===== config.mk =====
export PLATFORM = sky130hd
export DESIGN_NAME = bsmd_divider
export DESIGN_NICKNAME = d
export VERILOG_FILES = /design/src/hw/rtl/bsmd_pkg.sv /design/src/hw/rtl/bsmd_divider.sv
export SDC_FILE = /design/constraint.sdc
export NUM_CORES = 1
export LEC_CHECK = 0
export BUFFER_PORTS_ARGS = -buffer_cell sky130_fd_sc_hd__buf_4
export CAP_MARGIN = 20
export CORE_MARGIN = 5
export CORE_UTILIZATION = 40
export CTS_BUF_LIST = sky130_fd_sc_hd__clkbuf_4 sky130_fd_sc_hd__clkbuf_8
export CTS_CLUSTER_DIAMETER = 80
export DETAILED_ROUTE_END_ITERATION = 8
export PLACE_DENSITY = 0.68
export SKIP_LAST_GASP = 1
export SYNTH_ARGS = -nofsm -noshare
export SYNTH_HDL_FRONTEND = slang
export SYNTH_SLANG_ARGS = --single-unit
export TNS_END_PERCENT = 100

===== constraint.sdc =====
create_clock -name aclk -period 2.85 [get_ports aclk]
set_input_delay 0.1425 -clock aclk [delete_from_list [all_inputs] [get_ports aclk]]
set_output_delay 0.1425 -clock aclk [all_outputs]
set_load 0.005 [all_outputs]

===== src/hw/rtl/bsmd_pkg.sv =====
// ============================================================================
// bsmd_pkg
// Shared widths, limits and sequencer state type for the mean-distance
// bounding sphere block.
// ============================================================================
package bsmd_pkg;

    localparam int unsigned MaxVerticesDefault = 1024;
    localparam int unsigned CoordW  = 32;
    localparam int unsigned RadiusW = 33;
    localparam int unsigned DiffW   = 33;
    localparam int unsigned SqW     = 66;
    localparam int unsigned DistW   = 34;
    localparam int unsigned DivW    = 64;

    typedef enum logic [7:0] {
        ST_LOAD   = 8'b0000_0001,
        ST_DIV    = 8'b0000_0010,
        ST_FETCH  = 8'b0000_0100,
        ST_SQUARE = 8'b0000_1000,
        ST_SQRT   = 8'b0001_0000,
        ST_ACCUM  = 8'b0010_0000,
        ST_MEAN   = 8'b0100_0000,
        ST_OUT    = 8'b1000_0000
    } bsmd_state_t;

    typedef struct packed {
        logic start;
        logic busy;
    } bsmd_unit_ctl_t;

endpackage


===== src/hw/rtl/bsmd_divider.sv =====
// ============================================================================
// bsmd_divider
// Restoring divider, one quotient bit per cycle, signed dividend truncated
// toward zero, unsigned divisor.
// ============================================================================
module bsmd_divider
    import bsmd_pkg::*;
#(
    parameter int unsigned CntW = 11
) (
    input  logic                   aclk,
    input  logic                   aresetn,
    input  logic                   start,
    input  logic signed [DivW-1:0] dividend,
    input  logic [CntW-1:0]        divisor,
    output logic                   busy,
    output logic signed [DivW-1:0] quotient
);

    localparam int unsigned StepW = $clog2(DivW + 1);

    logic [DivW-1:0]  quo_reg, quo_next;
    logic [DivW:0]    rem_reg, rem_next;
    logic [StepW-1:0] step_reg, step_next;
    logic             busy_reg, busy_next;
    logic             neg_reg, neg_next;
    logic [DivW:0]    trial;

    always_comb begin
        quo_next  = quo_reg;
        rem_next  = rem_reg;
        step_next = step_reg;
        busy_next = busy_reg;
        neg_next  = neg_reg;
        trial     = {rem_reg[DivW-1:0], quo_reg[DivW-1]};
        if (start) begin
            neg_next  = dividend[DivW-1];
            quo_next  = dividend[DivW-1] ? DivW'(-dividend) : DivW'(dividend);
            rem_next  = '0;
            step_next = StepW'(DivW);
            busy_next = 1'b1;
        end else if (busy_reg) begin
            if (trial >= (DivW+1)'(divisor)) begin
                rem_next = trial - (DivW+1)'(divisor);
                quo_next = {quo_reg[DivW-2:0], 1'b1};
            end else begin
                rem_next = trial;
                quo_next = {quo_reg[DivW-2:0], 1'b0};
            end
            step_next = step_reg - 1'b1;
            if (step_reg == StepW'(1)) begin
                busy_next = 1'b0;
            end
        end
    end

    always_ff @(posedge aclk) begin
        if (!aresetn) begin
            busy_reg <= 1'b0;
            step_reg <= '0;
        end else begin
            busy_reg <= busy_next;
            step_reg <= step_next;
        end
        quo_reg <= quo_next;
        rem_reg <= rem_next;
        neg_reg <= neg_next;
    end

    assign busy     = busy_reg;
    assign quotient = neg_reg ? -$signed(quo_reg) : $signed(quo_reg);

endmodule


* Word-level counts from Yosys, hierarchy flattened
Index checks and enable logic that the tools add are counted.
Widths: inputs -> output; s select.
** Operators by class
- Add/sub/neg operators :: 4
- Magnitude comparators :: 1
- Eq/ne operators :: 1
- Mux-type cells :: 11
- Bitwise operators :: 1
- Reductions and logical operators :: 2
** Operators with widths (count)
- $mux 64 :: 5
- $neg 64->64 :: 2
- $ge 65x11->1 :: 1
- $sub 64x11->64 :: 1
- $mux 7 :: 2
- $eq 7x1->1 const B :: 1
- $sub 7x1->7 const B :: 1
- $mux 1 :: 4
- $reduce_bool 2->1 :: 1
- $reduce_or 2->1 :: 1
- $not 1->1 :: 1
** Storage, ports and cells
- Register bits :: 137
- Bits of input ports :: 78
- Output and inout port bits :: 65

* Depth between registers and ports, before layout
- Depth after elaboration :: 4
- Depth in mapped cells :: 13

* Least setup slack after synthesis
Ideal clock, no wire load.
- Kind :: flip-flop to output port
- Start :: reg quo_reg[50]
- End :: out quotient[63]
- Data arrival time :: 2902 ps
- Path slack :: -194 ps
- Stages on the path, launching flop included :: 8
- Path buffers :: 0
- Path through :: edfxtp_1 or4_4 or3_4 or3_4 or4_4 or4_4 o31ai_4 xnor2_1
** On the way
- Cells in the longest elaborated chain, start to end :: 2
** RTL lines
- start, declared :: line bsmd_divider.sv:22 : logic [DivW-1:0] quo_reg, quo_next;
- start signal, assigned :: line bsmd_divider.sv:65 : quo_reg <= quo_next;
- $neg 64->64 :: line bsmd_divider.sv:71 : assign quotient = neg_reg ? -$signed(quo_reg) : $signed(quo_reg);
- $mux 64 :: line bsmd_divider.sv:71
- end, declared :: line bsmd_divider.sv:17 : output logic signed [DivW-1:0] quotient
Every way passes these cells.

* Worst setup path in the final report
- Start :: reg quo_reg[9]
- End :: out quotient[59]
The elaborated chain is that of the path after synthesis.

==> impl_metrics.tcl <==
set metrics [dict create \
    synth_compound_area_share_pct 20.5 \
    drc 0 \
    end_kind "output pin" \
    synth_adder_area_share_pct 2.06 \
    clock_path_buffers 2 \
    worstMarginPinSlew_ps 740 \
    path_clk_slew_ps 90 \
    synthMuxAreaShare_pct 0.435 \
    synth_top_area_cell "edfxtp_1" \
    grt_max_degree 134 \
    finalInstanceArea_mm2 0.0146 \
    path_cells "or4_4, nor4_4, nand4_1, or2_1, or4_4, buf_6, o21ai_0, xnor2_1, buf_4" \
    layout-drive-gt1-share_pct 37.7 \
    cts.sinks 137 \
    cp_max_fo 6 \
    critPathTopFamily "simple AND/OR/NAND/NOR gates" \
    avgSynthCellArea_um2 8.37 \
    p_leak_uw 0.00547 \
    cts_root_buf "clkbuf_8" \
    synth_ff_type "dfxtp_1" \
    finalSetupViolCount 69 \
    crit_arrival_ps 3470 \
    wl_mm 33.4 \
    yosys-top-cells-area "edfxtp_1 19%, dfxtp_1 14%, xnor2_1 7.4%, nor2_1 6.2%, xor2_1 5.7%" \
    syn_area_mm2 0.0101 \
    period_share_pct 127 \
    clock-skew-final_ps 14.0 \
    syn_inst 1202 \
    antenna_cells 0 \
    synth_cell_types 69 \
    grt_pass1_wl_mm 49.1 \
    post_drt_wl_per_cell_um 18.2 \
    start_util_pct 40.3 \
    rsz0062_at_grt "true" \
    firstDrtPassIters 5 \
    synth_most_common_cell "nor2_1" \
    dieHeight_um 169 \
    synth_fp_nets 1296 \
    ys_seq_area_share_pct 33.7 \
    synth_edf_count 65 \
    ant_nets 0 \
    placed_cell_area_mm2 0.0126 \
    hpwlAfterDp_mm 22.3 \
    ys_seq_elements 137 \
    crit_buf_inv 2 \
    nets 1582 \
    critical_path.slowest_cell "or4_4" \
    cp.required_ps 2710 \
    synth_top_family_by_area "simple AND/OR/NAND/NOR gates" \
    fmax_mhz 277 \
    cts_tree "yes" \
    port_buffers 142 \
    vias 10700 \
    yosys-top-cells-count "166 x nor2_1, 85 x xnor2_1, 77 x nand2_1" \
    grt_usage_pct 20.7 \
    crit_type "reg2out" \
    hold_class "in2reg" \
    async_flop_share_pct 0 \
    slew_headroom_pct 50.7 \
    crit_top_cell "or4_4" \
    dp_slack_ps -317 \
    grt_pass1_vias 9673 \
    synth_top_area_share_pct 19.4 \
    critical-path-max-stage-delay_ps 580 \
    fill_cells 2154 \
    antenna_found_initial 0 \
    io_pins 143 \
    fp.dieW_um 169 \
    fp-row-count 58 \
    maxCapViolations 0 \
    insertion_delay_ps 460 \
    multi_input_area_mm2 0.00737 \
    setup_ws_ps -761 \
    power_density_mw_per_mm2 454 \
    viasPerCell 5.82 \
    status "finished with violations" \
    cts_inserted_buffers 17 \
    violations "setup timing" \
    gp_congestion 0.878 \
    hold_violations 0 \
    critPathLaunchType "flip-flop" \
    core_area_mm2 0.0250 \
    die_area_mm2 0.0284 \
    drt_iter0_markers 933 \
    h-tree-depth 4 \
    finalMaxSlewViolations 0 \
    ir_drop_uv 268 \
    seqCellArea_mm2 0.00340 \
    synthSimpleGateAreaFrac_pct 26.0 \
    syn2layout_area_growth_pct 44.9 \
    overflow 0 \
    ff2ff_setup_slack_ps -190 \
    synth_xor_area_share_pct 13.1 \
    yosys_warnings 0 \
    finalCriticalPeriod_ps 3610 \
]
==> path summary, 6_finish.rpt <==
path                       startpoint                  endpoint  cells after the start
max reg2reg  rem_reg[18]$_SDFFE_PP0P_  rem_reg[44]$_SDFFE_PP0P_                     10
max              quo_reg[9]$_DFFE_PP_              quotient[59]                      9
min reg2reg  step_reg[1]$_SDFFE_PP0P_  step_reg[1]$_SDFFE_PP0P_                      2
min                      dividend[44]     quo_reg[44]$_DFFE_PP_                      3
==> routing by layer <==
| layer | GRT usage [%] | share of wire, % |
|---|---|---|
| met5 | 0 | 0 |
| met4 | 5.08 | 1.8 |
| met3 | 3.92 | 7.2 |
| met2 | 34.3 | 48 |
| met1 | 28.1 | 43 |
==> kinds of logic after synthesis <==
logic type,Yosys count
compound gates,298
xor+xnor,151
fa+ha+maj,16
buf+inv,105
flops,137
mux,4
simple gates,491
==> power by group <==
group / total [uW] / switching [uW] / internal (uW)
registers: 2490 / 203 / 2290
logic: 2320 / 1180 / 1150
clock network: 1810 / 839 / 969
total: 6620 / 2220 / 4400
==> through the flow <==
stage / hold WS [ps] / cells / setup TNS [ps] / utilization, % / power [uW]
CTS: 47.3 / 1808 / -15250 / 53.7 / 6390
floorplan: 241 / 1202 / -540 / - / 3590
global placement: 367 / 1768 / -2120 / 50.6 / 4490
global route: 56.1 / 1831 / -20870 / 58.4 / 6950
detailed placement: 373 / 1768 / -2670 / 50.6 / 4530
finish: 63.5 / 1831 / -15180 / 58.4 / 6620
==> repair_timing <==
item,in CTS,in global routing
gates resized for setup,64,182
gates cloned,0,6
pin swaps,31,103
setup buffers,9,20
setup endpoints to repair,52,91
hold buffers,1,0
hold endpoints to repair,2,0
==> area by class of cell <==
class	instances	share of cell area, %
multi-input combinational	960	50.6
sequential	137	23.3
timing repair buffer	341	19.5
tap	330	2.83
clock buffer	18	1.66
clock inverter	14	1.32
inverter	31	0.798
==> cell usage in the layout, fill, tap and decap left out, types with 8 or more instances in the layout <==
master / instances
buf_4: 307
nor2_1: 165
xnor2_1: 71
dfxtp_1: 68
xor2_1: 66
a21oi_1: 66
edfxtp_1: 65
nand2_1: 64
o31ai_1: 38
o21ai_0: 32
or3_1: 30
inv_1: 28
or4_1: 25
nor3_1: 23
or4_4: 23
a311oi_1: 23
nor4_1: 21
nand3_1: 21
a211oi_1: 19
a311oi_2: 17
clkbuf_8: 17
buf_6: 15
xnor2_2: 14
nand2b_1: 13
o41ai_1: 13
o31ai_4: 12
ha_1: 12
o21ai_4: 10
o21ai_2: 9
buf_12: 9
nand2_2: 8
or2_2: 8
o21ai_1: 8
nor3_2: 8
==> worst reg2reg max path, delay by kind of cell, from the launching register on <==
kind | cells | cell delay (ps)
DFF | 1 | 340
AOI/OAI and AO/OA | 2 | 440
and+or+nand+nor | 5 | 1680
buffers and inverters | 3 | 500
No activity file was read; power rests on OpenSTA's default activity.
