<file path="src/hw/rtl/bsmd_pkg.sv">
// ============================================================================
// bsmd_pkg
// Shared widths, limits and sequencer state type for the mean-distance
// bounding sphere block.
// ============================================================================
package bsmd_pkg;

    localparam int unsigned MaxVerticesDefault = 1024;
    localparam int unsigned CoordW  = 32;
    localparam int unsigned RadiusW = 33;
    localparam int unsigned DiffW   = 33;
    localparam int unsigned SqW     = 66;
    localparam int unsigned DistW   = 34;
    localparam int unsigned DivW    = 64;

    typedef enum logic [7:0] {
        ST_LOAD   = 8'b0000_0001,
        ST_DIV    = 8'b0000_0010,
        ST_FETCH  = 8'b0000_0100,
        ST_SQUARE = 8'b0000_1000,
        ST_SQRT   = 8'b0001_0000,
        ST_ACCUM  = 8'b0010_0000,
        ST_MEAN   = 8'b0100_0000,
        ST_OUT    = 8'b1000_0000
    } bsmd_state_t;

    typedef struct packed {
        logic start;
        logic busy;
    } bsmd_unit_ctl_t;

endpackage

</file>
<file path="src/hw/rtl/bsmd_sqrt.sv">
// ============================================================================
// bsmd_sqrt
// Bit-serial floor square root, one result bit per cycle.
// ============================================================================
module bsmd_sqrt
    import bsmd_pkg::*;
(
    input  logic             aclk,
    input  logic             aresetn,
    input  logic             start,
    input  logic [SqW-1:0]   radicand,
    output logic             busy,
    output logic [DistW-1:0] root
);

    localparam int unsigned StepW = $clog2(DistW + 1);

    logic [SqW-1:0]   val_reg, val_next;
    logic [DistW+1:0] rem_reg, rem_next;
    logic [DistW-1:0] root_reg, root_next;
    logic [StepW-1:0] step_reg, step_next;
    logic             busy_reg, busy_next;
    logic [DistW+1:0] trial, sub;

    always_comb begin
        val_next  = val_reg;
        rem_next  = rem_reg;
        root_next = root_reg;
        step_next = step_reg;
        busy_next = busy_reg;
        trial = {rem_reg[DistW-1:0], val_reg[SqW-1 -: 2]};
        sub   = {root_reg, 2'b01};
        if (start) begin
            val_next  = radicand;
            rem_next  = '0;
            root_next = '0;
            step_next = StepW'(SqW / 2);
            busy_next = 1'b1;
        end else if (busy_reg) begin
            val_next = {val_reg[SqW-3:0], 2'b00};
            if (trial >= sub) begin
                rem_next  = trial - sub;
                root_next = {root_reg[DistW-2:0], 1'b1};
            end else begin
                rem_next  = trial;
                root_next = {root_reg[DistW-2:0], 1'b0};
            end
            step_next = step_reg - 1'b1;
            if (step_reg == StepW'(1)) begin
                busy_next = 1'b0;
            end
        end
    end

    always_ff @(posedge aclk) begin
        if (!aresetn) begin
            busy_reg <= 1'b0;
            step_reg <= '0;
        end else begin
            busy_reg <= busy_next;
            step_reg <= step_next;
        end
        val_reg  <= val_next;
        rem_reg  <= rem_next;
        root_reg <= root_next;
    end

    assign busy = busy_reg;
    assign root = root_reg;

endmodule

</file>
<file path="config.mk">
export PLATFORM = sky130hd
export DESIGN_NAME = bsmd_sqrt
export DESIGN_NICKNAME = d
export VERILOG_FILES = /design/src/hw/rtl/bsmd_pkg.sv /design/src/hw/rtl/bsmd_sqrt.sv
export SDC_FILE = /design/constraint.sdc
export NUM_CORES = 1
export LEC_CHECK = 0
export BUFFER_PORTS_ARGS = -buffer_cell sky130_fd_sc_hd__buf_2
export CAP_MARGIN = 10
export CELL_PAD_IN_SITES_DETAIL_PLACEMENT = 0
export CELL_PAD_IN_SITES_GLOBAL_PLACEMENT = 1
export CORE_AREA = 4 4 128 161
export DETAILED_ROUTE_END_ITERATION = 12
export DIE_AREA = 0 0 132 165
export HOLD_SLACK_MARGIN = 0.02
export PLACE_DENSITY = 0.73
export SLEW_MARGIN = 20
export SYNTH_ARGS = -nofsm -noshare
export SYNTH_HDL_FRONTEND = slang
export SYNTH_SLANG_ARGS = --single-unit
</file>
<file path="constraint.sdc">
create_clock -name aclk -period 2.4 [get_ports aclk]
set_input_delay 0 -clock aclk [delete_from_list [all_inputs] [get_ports aclk]]
set_output_delay 0 -clock aclk [all_outputs]
set_load 0.01 [all_outputs]
</file>
== After elaboration in Yosys (flattened, before gate mapping) ==
Cells that the tools add are included.

* Word-level logic and storage cells: 22
* Register bits after elaboration: 141
* Output and inout port bits: 35

* Bitwise logic cells: 1
* Reduce and logical (&&, ||, !) cells: 2
* Equality and inequality tests: 1
* $lt $le $gt $ge: 1
* $add $sub $neg: 2
* Mux-type cells: 9

{| class="wikitable"
|+ Operator list
! kind !! number
|-
| two-way mux 66 bit || 2
|-
| greater-or-equal comparator 36 bit || 1
|-
| two-way mux 34 bit || 1
|-
| subtractor 34 bit || 1
|-
| two-way mux 6 bit || 2
|-
| == test 6 x 1 -> 1 bit (second input constant) || 1
|-
| subtractor 6 x 1 -> 6 bit (second input constant) || 1
|-
| two-way mux 1 bit || 4
|-
| nonzero test 2 bit || 1
|-
| OR reduction 2 bit || 1
|-
| NOT 1 bit || 1
|}

== Longest topological paths before layout ==
Gate-level depths: netlist of the first run.

* Depth in word-level cells: 4
* Depth in mapped cells: 13
* Gate-level depth less buffers: 11

== Least setup slack after synthesis of the first run ==
Ideal clock, no wire load.

* Kind: flip-flop to flip-flop
* Start: register root_reg[3] (netlist: root[3])
* End: register rem_reg[26]
* Library setup time: 122 ps
* Path slack: -254 ps
* Stages on the path, launching flop included: 12
* Required time: 2,278 ps
* Buffers on the path: 0
* Arrival: 2,532 ps
* Cells stage by stage: dfxtp_1 inv_1 ha_1 a211oi_1 nor2_1 a211oi_2 o41ai_1 o221ai_1 nor2_1 a311oi_1 nor4_1 a221o_1

* Cells in the longest elaborated chain, start to end: 2
* Elaborated cells on any way between the ends: 3
* Those cells by class: add/sub: 1; order compare: 1; mux: 1

{| class="wikitable"
|+ Ends and longest elaborated chain
! element !! line !! RTL
|-
| start, declared || bsmd_sqrt.sv:20 || <nowiki>logic [DistW-1:0] root_reg, root_next;</nowiki>
|-
| start signal, assigned || bsmd_sqrt.sv:65 || <nowiki>root_reg <= root_next;</nowiki>
|-
| subtractor 34 bit / greater-or-equal comparator 36 bit (equally long branches) || bsmd_sqrt.sv:42, bsmd_sqrt.sv:41 ||
|-
| two-way mux 34 bit (*) || bsmd_sqrt.sv:41 || <nowiki>if (trial >= sub) begin</nowiki>
|-
| end signal, assigned || bsmd_sqrt.sv:64 || <nowiki>rem_reg <= rem_next;</nowiki>
|-
| end, declared || bsmd_sqrt.sv:19 || <nowiki>logic [DistW+1:0] rem_reg, rem_next;</nowiki>
|}

Mark *: on every way between the ends. The rest lies on a longest branch, timed or not.
A chain may end at the register's enable or synchronous reset.

== Worst setup path in the final report of the first run ==
* Start: register root_reg[24] (netlist: root[24])
* End: register rem_reg[17]

* Cells in the longest elaborated chain, start to end: 2

{| class="wikitable"
|+ Ends and longest elaborated chain
! element !! line
|-
| greater-or-equal comparator 36 bit || bsmd_sqrt.sv:41
|-
| two-way mux 34 bit || bsmd_sqrt.sv:41
|}

No other way between the ends.

==> results of run 1 <==
==> per-layer routing <==
layer,track usage [%],wire (um)
met3,4.631,857
met4,7.020,507
met5,0,0
met2,36.86,11260
met1,22.13,8641
==> kinds of logic after synthesis <==
logic type      after synthesis  share of synthesized area [%]
compound gates              153                          12.90
xor+xnor                     34                          3.877
fa+ha+maj                    38                          6.190
flops                       141                          45.35
mux                         111                          15.51
simple gates                199                          11.71
buf+inv                      84                          4.463
==> worst max-delay path by stage <==
stage | startpoint | endpoint | slack [ps] | depth (start not counted)
finish | root[24] | rem_reg[17] | -240 | 13
global route | root[22] | rem_reg[18] | -360 | 13
CTS | root[14] | rem_reg[4] | -150 | 13
detailed placement | root[0] | rem_reg[30] | -620 | 12
global placement | root[6] | rem_reg[30] | -590 | 10
floorplan | root[15] | rem_reg[31] | -120 | 12
==> critical path: stages (launching register included) <==
cell and delay (ps):
dfxtp_2 340, inv_2 40, ha_4 300, nand3_4 100, nor4_4 270, buf_4 170
nand2_4 50, o41ai_4 360, o21bai_4 200, buf_6 150, buf_12 110, buf_12 110
mux2i_2 200, a211oi_1 90
==> power breakdown <==
group | internal [uW] | leakage, uW | switching (uW)
Sequential | 2910 | 0.00129 | 270
Clock | 1510 | 0.000302 | 1240
Combinational | 7360 | 0.00362 | 6230
==> area by class of cell <==
| type | count | area (um2) | share of cell area, % |
|---|---|---|---|
| clock buffers | 17 | 425.4 | 3.510 |
| well taps | 236 | 295.3 | 2.436 |
| flip-flops and latches | 141 | 3511 | 28.97 |
| clock inverters | 15 | 192.7 | 1.590 |
| inverters | 47 | 180.2 | 1.487 |
| multi-input cells | 536 | 4727 | 39.00 |
| repair buffers | 363 | 2789 | 23.01 |
==> cell usage after synthesis, drive strengths merged (2+ instances only) <==
master / count / area, um2
a211oi: 20 / 155.1
a21o: 14 / 105.1
a21oi: 40 / 204.0
a221o: 3 / 30.03
a22o: 2 / 17.52
a311oi: 2 / 17.52
a31oi: 2 / 12.51
and2: 5 / 31.28
and3: 3 / 18.77
and4: 3 / 26.28
buf: 20 / 101.3
clkbuf: 17 / 65.06
dfxtp: 75 / 1501
edfxtp: 66 / 1982
ha: 38 / 475.5
inv: 47 / 176.4
mux2: 64 / 720.7
mux2i: 47 / 470.5
nand2: 56 / 210.2
nand2b: 6 / 37.54
nand3: 8 / 40.04
nand3b: 4 / 30.03
nand4: 7 / 43.79
nor2: 82 / 307.8
nor2b: 8 / 50.05
nor3: 10 / 50.05
nor4: 3 / 25.02
o21a: 4 / 30.03
o21ai: 42 / 210.2
o21bai: 7 / 63.81
o221ai: 4 / 35.03
o22a: 2 / 17.52
o22ai: 3 / 18.77
o41ai: 2 / 17.52
or2: 2 / 12.52
xnor2: 21 / 183.9
xor2: 13 / 113.9
==> per-stage QoR <==
step                std cells  util [%]  hold slack [ps]  worst slack [ps]
floorplan                 760         -            117.5            -116.4
global placement         1233     50.79            268.9            -586.9
detailed placement       1233     50.79            265.9            -624.7
CTS                      1350     61.79            350.8            -150.4
global route             1355     63.18            393.3            -360.9
finish                   1355     63.18            365.9            -239.8
==> timing repair <==
| action | 4_1_cts | 5_1_grt |
|---|---|---|
| resized for setup | 137 | 67 |
| cloned | 4 | 0 |
| pin swaps | 44 | 34 |
| endpoints found under the hold margin | 92 | 0 |
| setup buffers | 14 | 10 |
| hold buffers | 68 | 0 |
| setup endpoints to repair | 35 | 35 |
==> results.ini, run 1 <==
[run_status]
status=finished with violations
violations=negative setup slack

[drt]
finalWirelength_um=21260
dr.pass1.iters=4
drt-initial-drc-count=267
ant_nets=0
viasPerCell=5.032
avgRoutedWirePerCell_um=15.69
drc=0
vias=6819

[global_route]
grt_first_pass_wirelength_um=34780
grt_pass1_vias=7139
antenna_found_initial=0
grt.total_usage_pct=19.81
grt_overflow=0
grt_max_degree=66

[sta]
setup-tns-final_ps=-3971
setup_viol=32
maxSlewViolCount=0
worst_pin_slew_ps=497.2
period_needed_ps=2640
rsz0062_at_grt=true
setup_slack_ps=-239.8
timing.fmax_ghz=0.3788
skew_ps=10.58
relSlewSlack_pct=66.86
final-hold-violation-count=0
fin_crit_sh_pct=110.0

[setup_path]
r2r_start=root[24]
cp-end-kind=flip-flop
rr_worst_depth=13
rrSetupSlack_ps=-240
crit_fanout=6
r2r-end=rem_reg[17]
critPathKind=reg2reg
arrival_ps=2930
start_kind=flip-flop
cp.required_ps=2690

[clock_tree]
cts-root-buf=clkbuf_16
clk_pin_slew_ps=70
cts_buffer_depth=2
clock_sinks=141
cts_tree=yes
clkLatencyLatePin_ps=430
htreeDepth=4
numCtsBuffers=17

[yosys]
yosys_warnings=0
synthCells=760
synth_edf_count=66
synth_area_per_cell_um2=10.11
synth.yosys.seq_area_share_pct=45.35
ys_async_sr_fraction_pct=0
ys_seq_elements=141
synth_nets=867
ys.flop_type=dfxtp_1
synth_area_um2=7681
synth_cell_types=55

[place]
place_area_um2=9743
portBuffers=103
gp_congestion=0.8598
dp_hpwl_um=13970

[power]
ir_drop_mv=1.225
p_leak_uw=0.005206
power.density_nw_per_um2=1611
finalPower_uw=19520

[cells_and_area]
insertedDiodeCount=0
fillCellCount=1514
drive_gt1_share_pct=48.61
syn_to_final_growth_pct=57.79
layout_common_cells=172 x buf_4, 102 x buf_2, 72 x nor2_1, 68 x dlygate4sd3_1, 66 x edfxtp_1
largest_reg_flops=66
layout_commonest_cell=buf_4
final_nets=1213
fin_area_um2=12120

[floorplanning]
dieWidth_um=132
coreArea_um2=19180
die_h_um=165
die_area_um2=21780
row_count=57
initial_core_util_pct=40.04
ioPinCount=104

[hold_path]
hold_depth=3
holdPathEnd=step_reg[5]
hold_class=in2reg
hp-start=aresetn

[flow_run]
drv_cap=0

Power figures use the tool's default switching activity.
==> run 2, diff against run 1 <==
--- a/config.mk
+++ b/config.mk
@@ -9,9 +9,9 @@
 export CAP_MARGIN = 10
 export CELL_PAD_IN_SITES_DETAIL_PLACEMENT = 0
 export CELL_PAD_IN_SITES_GLOBAL_PLACEMENT = 1
-export CORE_AREA = 4 4 128 161
+export CORE_AREA = 4 4 129 162
 export DETAILED_ROUTE_END_ITERATION = 12
-export DIE_AREA = 0 0 132 165
+export DIE_AREA = 0 0 133 166
 export HOLD_SLACK_MARGIN = 0.02
 export PLACE_DENSITY = 0.73
 export SLEW_MARGIN = 20
==> constraint.sdc (replaced) <==
create_clock -name aclk -period 2.4 [get_ports aclk]
set_input_delay 0 -clock aclk [delete_from_list [all_inputs] [get_ports aclk]]
set_output_delay 0 -clock aclk [all_outputs]
set_load 0.02 [all_outputs]
==> run 2 against run 1 <==
The flow still finishes with violations (negative setup slack); flip-flop and latch count unchanged; worst setup slack better by 50 ps; register-to-register slack better by 50 ps; critical path depth down 1; largest cell class unchanged; sequential power about the same; clock power down 5%; combinational power about the same; utilization down 0.65 points.
==> results.ini, run 2 (synthesis gave the netlist of run 1 again) <==
[drt]
ant_nets=0
drc=0
avgRoutedWirePerCell_um=15.40
dr.pass1.iters=6
finalWirelength_um=21170
viasPerCell=4.949
drt-initial-drc-count=318
vias=6805

[floorplanning]
dieWidth_um=133
die_h_um=166
initial_core_util_pct=39.74
row_count=57
ioPinCount=104
die_area_um2=22080
coreArea_um2=19330

[setup_path]
arrival_ps=2950
rrSetupSlack_ps=-190
r2r-end=rem_reg[33]
rr_worst_depth=12
cp-end-kind=flip-flop
cp.required_ps=2760
critPathKind=reg2reg
r2r_start=root[24]
start_kind=flip-flop
crit_fanout=5

[place]
dp_cells=1247
place_area_um2=9788
dp_hpwl_um=13790
portBuffers=103
gp_congestion=0.8432

[clock_tree]
cts_buffer_depth=2
numCtsBuffers=17
cts-root-buf=clkbuf_16
clk_pin_slew_ps=70
htreeDepth=4
cts_tree=yes
clkLatencyLatePin_ps=420
clock_sinks=141

[cells_and_area]
layout_common_cells=163 x buf_4, 102 x buf_2, 74 x nor2_1, 67 x dlygate4sd3_1, 66 x edfxtp_1
insertedDiodeCount=0
syn_to_final_growth_pct=57.32
final_cells=1375
largest_reg_flops=66
drive_gt1_share_pct=49.55
fin_area_um2=12080
final_nets=1204
layout_commonest_cell=buf_4

[global_route]
met2_usage_pct=34.79
use_met3_pct=4.030
grt_busiest_layer=met2
grt_overflow=0
grt.total_usage_pct=19.16
grt.met1_usage_pct=22.43
grt_pass1_vias=7301
grt_max_degree=68
grt_first_pass_wirelength_um=34980
antenna_found_initial=0

[sta]
final-hold-violation-count=0
worst_pin_slew_ps=550.5
setup_viol=35
rsz0062_at_grt=true
relSlewSlack_pct=63.30
fin_crit_sh_pct=107.9
maxSlewViolCount=0
timing.fmax_ghz=0.3861
setup_slack_ps=-189.9
skew_ps=8.367
period_needed_ps=2590

[hold_path]
hold_depth=2
holdPathEnd=root[1]
hold_class=in2reg
hp-start=start

[power]
power.density_nw_per_um2=1611
p_leak_uw=0.005154
ir_drop_mv=1.208

[run_status]
status=finished with violations
violations=negative setup slack

[flow_run]
drv_cap=0

[run 2: stage by stage]
step / hold WS [ps] / total power [uW] / util [%] / worst slack (ps) / TNS, ps
floorplan: 117.5 / 8953 / - / -134.7 / -2353
global placement: 264.3 / 12110 / 50.64 / -284.1 / -6548
detailed placement: 270.4 / 12110 / 50.64 / -296.9 / -7738
CTS: 39.85 / 17350 / 60.65 / -166.3 / -2916
global route: 77.10 / 20660 / 62.52 / -310.8 / -7223
finish: 53.66 / 19460 / 62.52 / -189.9 / -3530
[run 2: worst max path at each step]
stage / from / endpoint / cells past startpoint
after floorplan: root[15] / rem_reg[31] / 12
after global placement: root[1] / rem_reg[23] / 12
after detailed placement: root[1] / rem_reg[23] / 12
after CTS: root[24] / rem_reg[33] / 10
after global routing: root[2] / rem_reg[27] / 12
final: root[24] / rem_reg[33] / 12
[run 2: layout make-up]
class,count,area [um2]
clock buffers,17,425.4
repair buffers,354,2771
multi-input cells,536,4676
well taps,265,331.6
fillers,1552,7243
inverters,47,180.2
flip-flops and latches,141,3537
clock inverters,15,162.7
[run 2: power by group]
group / leakage [uW] / internal, uW / total (uW) / switching, uW
Clock: 0.000286 / 1400 / 2610 / 1210
Sequential: 0.00129 / 2910 / 3180 / 268
Combinational: 0.00358 / 7440 / 13700 / 6230
Total: 0.00515 / 11800 / 19500 / 7710
[run 2: critical path: stages (launching register included)]
cell	delay (ps)
dfxtp_2	340
inv_2	40
ha_4	300
nand3_4	100
buf_4	150
nor2_2	110
a221o_1	200
nor2_1	50
o31a_1	340
o21bai_4	220
buf_12	150
or4b_1	440
nand3b_1	90
[run 2: what timing repair did]
item                                    CTS  global route
hold buffers                             67             0
endpoints found under the setup margin   35            35
cloned                                    2             2
setup buffers                            17            11
gates resized for setup                 109            73
pin swaps                                52            29
endpoints found under the hold margin    73             0
[run 2: per-layer routing]
layer  vias up  wire [um]
met5         -          0
met4         0        395
met3        33        792
met2       134      10940
met1      3231       9044
li1       3407          -
==> run 3, diff against run 2 <==
--- a/config.mk
+++ b/config.mk
@@ -12,6 +12,7 @@
 export CORE_AREA = 4 4 129 162
 export DETAILED_ROUTE_END_ITERATION = 12
 export DIE_AREA = 0 0 133 166
+export GPL_TIMING_DRIVEN = 0
 export HOLD_SLACK_MARGIN = 0.02
 export PLACE_DENSITY = 0.73
 export SLEW_MARGIN = 20
==> run 3 against run 2 <==
The flow still finishes with violations (negative setup slack); non-clock buffer count fell by 77; maximum frequency down 5.6%; critical endpoint is now rem_reg[18]; cell count is 5.6% lower; combinational power is 10% lower; critical path type unchanged; via count is 3.0% lower; worst setup slack worse by 150 ps; die area is the same; global-route usage is essentially flat; highest routed layer unchanged.
==> results.ini, run 3 (synthesis gave the netlist of run 1 again) <==
[sta]
holdWs_ps=95.04
skew_ps=12.05
period_needed_ps=2743
timing.fmax_ghz=0.3646
setup_slack_ps=-342.8
rsz0062_at_grt=true
maxSlewViolCount=0
fin_crit_sh_pct=114.3
worst_pin_slew_ps=815.6
final-hold-violation-count=0
setup_viol=35
relSlewSlack_pct=45.62

[clock_tree]
numCtsBuffers=17
clk_pin_slew_ps=70
cts_tree=yes
clkLatencyLatePin_ps=430
clock_sinks=141
htreeDepth=4
cts-root-buf=clkbuf_16
cts_buffer_depth=2

[cells_and_area]
syn_to_final_growth_pct=47.29
insertedDiodeCount=0
fin_area_um2=11310
layout_commonest_cell=buf_2
fillCellCount=1644
final_cells=1298
final_nets=1127
layout_common_cells=103 x buf_2, 75 x nor2_1, 67 x dlygate4sd3_1, 66 x edfxtp_1, 64 x mux2_2
drive_gt1_share_pct=41.63
largest_reg_flops=66

[setup_path]
crit_fanout=7
rrSetupSlack_ps=-340
r2r_start=rem_reg[13]
r2r-end=rem_reg[18]
arrival_ps=3030
start_kind=flip-flop
critPathKind=reg2reg
cp.required_ps=2690
rr_worst_depth=12
cp-end-kind=flip-flop

[drt]
drc=0
viasPerCell=5.086
ant_nets=0
dr_wl_met2_um=11230
drt-initial-drc-count=297
wl_met1_um=9205
topRoutingLayerUsed=met4
dr.pass1.iters=4
route.met3.wl_um=947
avgRoutedWirePerCell_um=16.77
vias=6602
finalWirelength_um=21770

[floorplanning]
die_h_um=166
coreArea_um2=19330
dieWidth_um=133
row_count=57
initial_core_util_pct=39.74
ioPinCount=104
die_area_um2=22080

[flow_run]
drv_cap=0

[hold_path]
hold_depth=4
holdPathEnd=rem_reg[29]
hold_class=in2reg
hp-start=start

[global_route]
grt_first_pass_wirelength_um=34200
grt_max_degree=35
grt_pass1_vias=6726
grt_overflow=0
grt.total_usage_pct=19.13
antenna_found_initial=0

[run_status]
violations=negative setup slack
status=finished with violations

[place]
portBuffers=103
place_ws_ps=-776.2
dp_hpwl_um=14230
dp_cells=1130
gp_congestion=0.8198
place_area_um2=8797

[power]
ir_drop_mv=1.134
p_leak_uw=0.004632
power.density_nw_per_um2=1608

-- run 3: worst max path at each step --
stage / from / to / slack, ps / cells after the start
floorplan: root[15] / rem_reg[31] / -130 / 12
global placement: busy / val_reg[0] / -850 / 3
detailed placement: val_reg[64] / rem_reg[30] / -780 / 11
CTS: root[16] / rem_reg[33] / -360 / 13
global route: rem_reg[7] / rem_reg[26] / -430 / 10
finish: rem_reg[13] / rem_reg[18] / -340 / 12
-- run 3: cell type report --
class | count | area (um2) | share of cell area, %
plain buffers | 31 | 195.2 | 1.725
clock buffers | 17 | 425.4 | 3.760
clock inverters | 15 | 147.6 | 1.305
inverters | 47 | 182.7 | 1.615
multi-input cells | 536 | 4629 | 40.92
flip-flops and latches | 141 | 3542 | 31.31
well taps | 265 | 331.6 | 2.931
repair buffers | 246 | 1859 | 16.43
-- run 3: per-layer routing --
| metal | vias to the layer above | GRT usage (%) |
|---|---|---|
| met5 | - | 0 |
| met4 | 0 | 5.425 |
| met3 | 32 | 4.273 |
| met2 | 149 | 34.22 |
| met1 | 3183 | 22.90 |
| li1 | 3238 | - |
-- run 3: timing repair --
action                                  CTS  global route
hold buffers                             67             0
endpoints found under the hold margin    73             0
setup buffers                            28            45
pin swaps                                14            49
resized for setup                        95            87
gates cloned                              2             2
endpoints found under the setup margin   35            45
-- run 3: critical path, stage by stage (launching register included) --
cell      delay, ps
dfxtp_1         370
ha_4            320
and4_4          240
and2_4          140
nand2b_1         50
o2111a_1        260
o31a_1          290
buf_6           140
o21bai_4        150
buf_12          160
buf_12          140
mux2i_2         240
a211oi_1         90
-- run 3: report_power, final --
part           internal, uW  switching [uW]  leakage (uW)
sequential             2920             349       0.00129
clock                  1380            1200      0.000279
combinational          6230            6110       0.00306
total                 10500            7660       0.00463
-- run 3: stage by stage --
step                      total power, uW  setup TNS, ps  util, %
after floorplan                      8953          -2353        -
after global placement              10790         -73480    45.31
after detailed placement            10790         -18160    45.52
after CTS                           16130          -9802    55.07
after global routing                19220         -11520    58.54
final                               18190          -8313    58.54
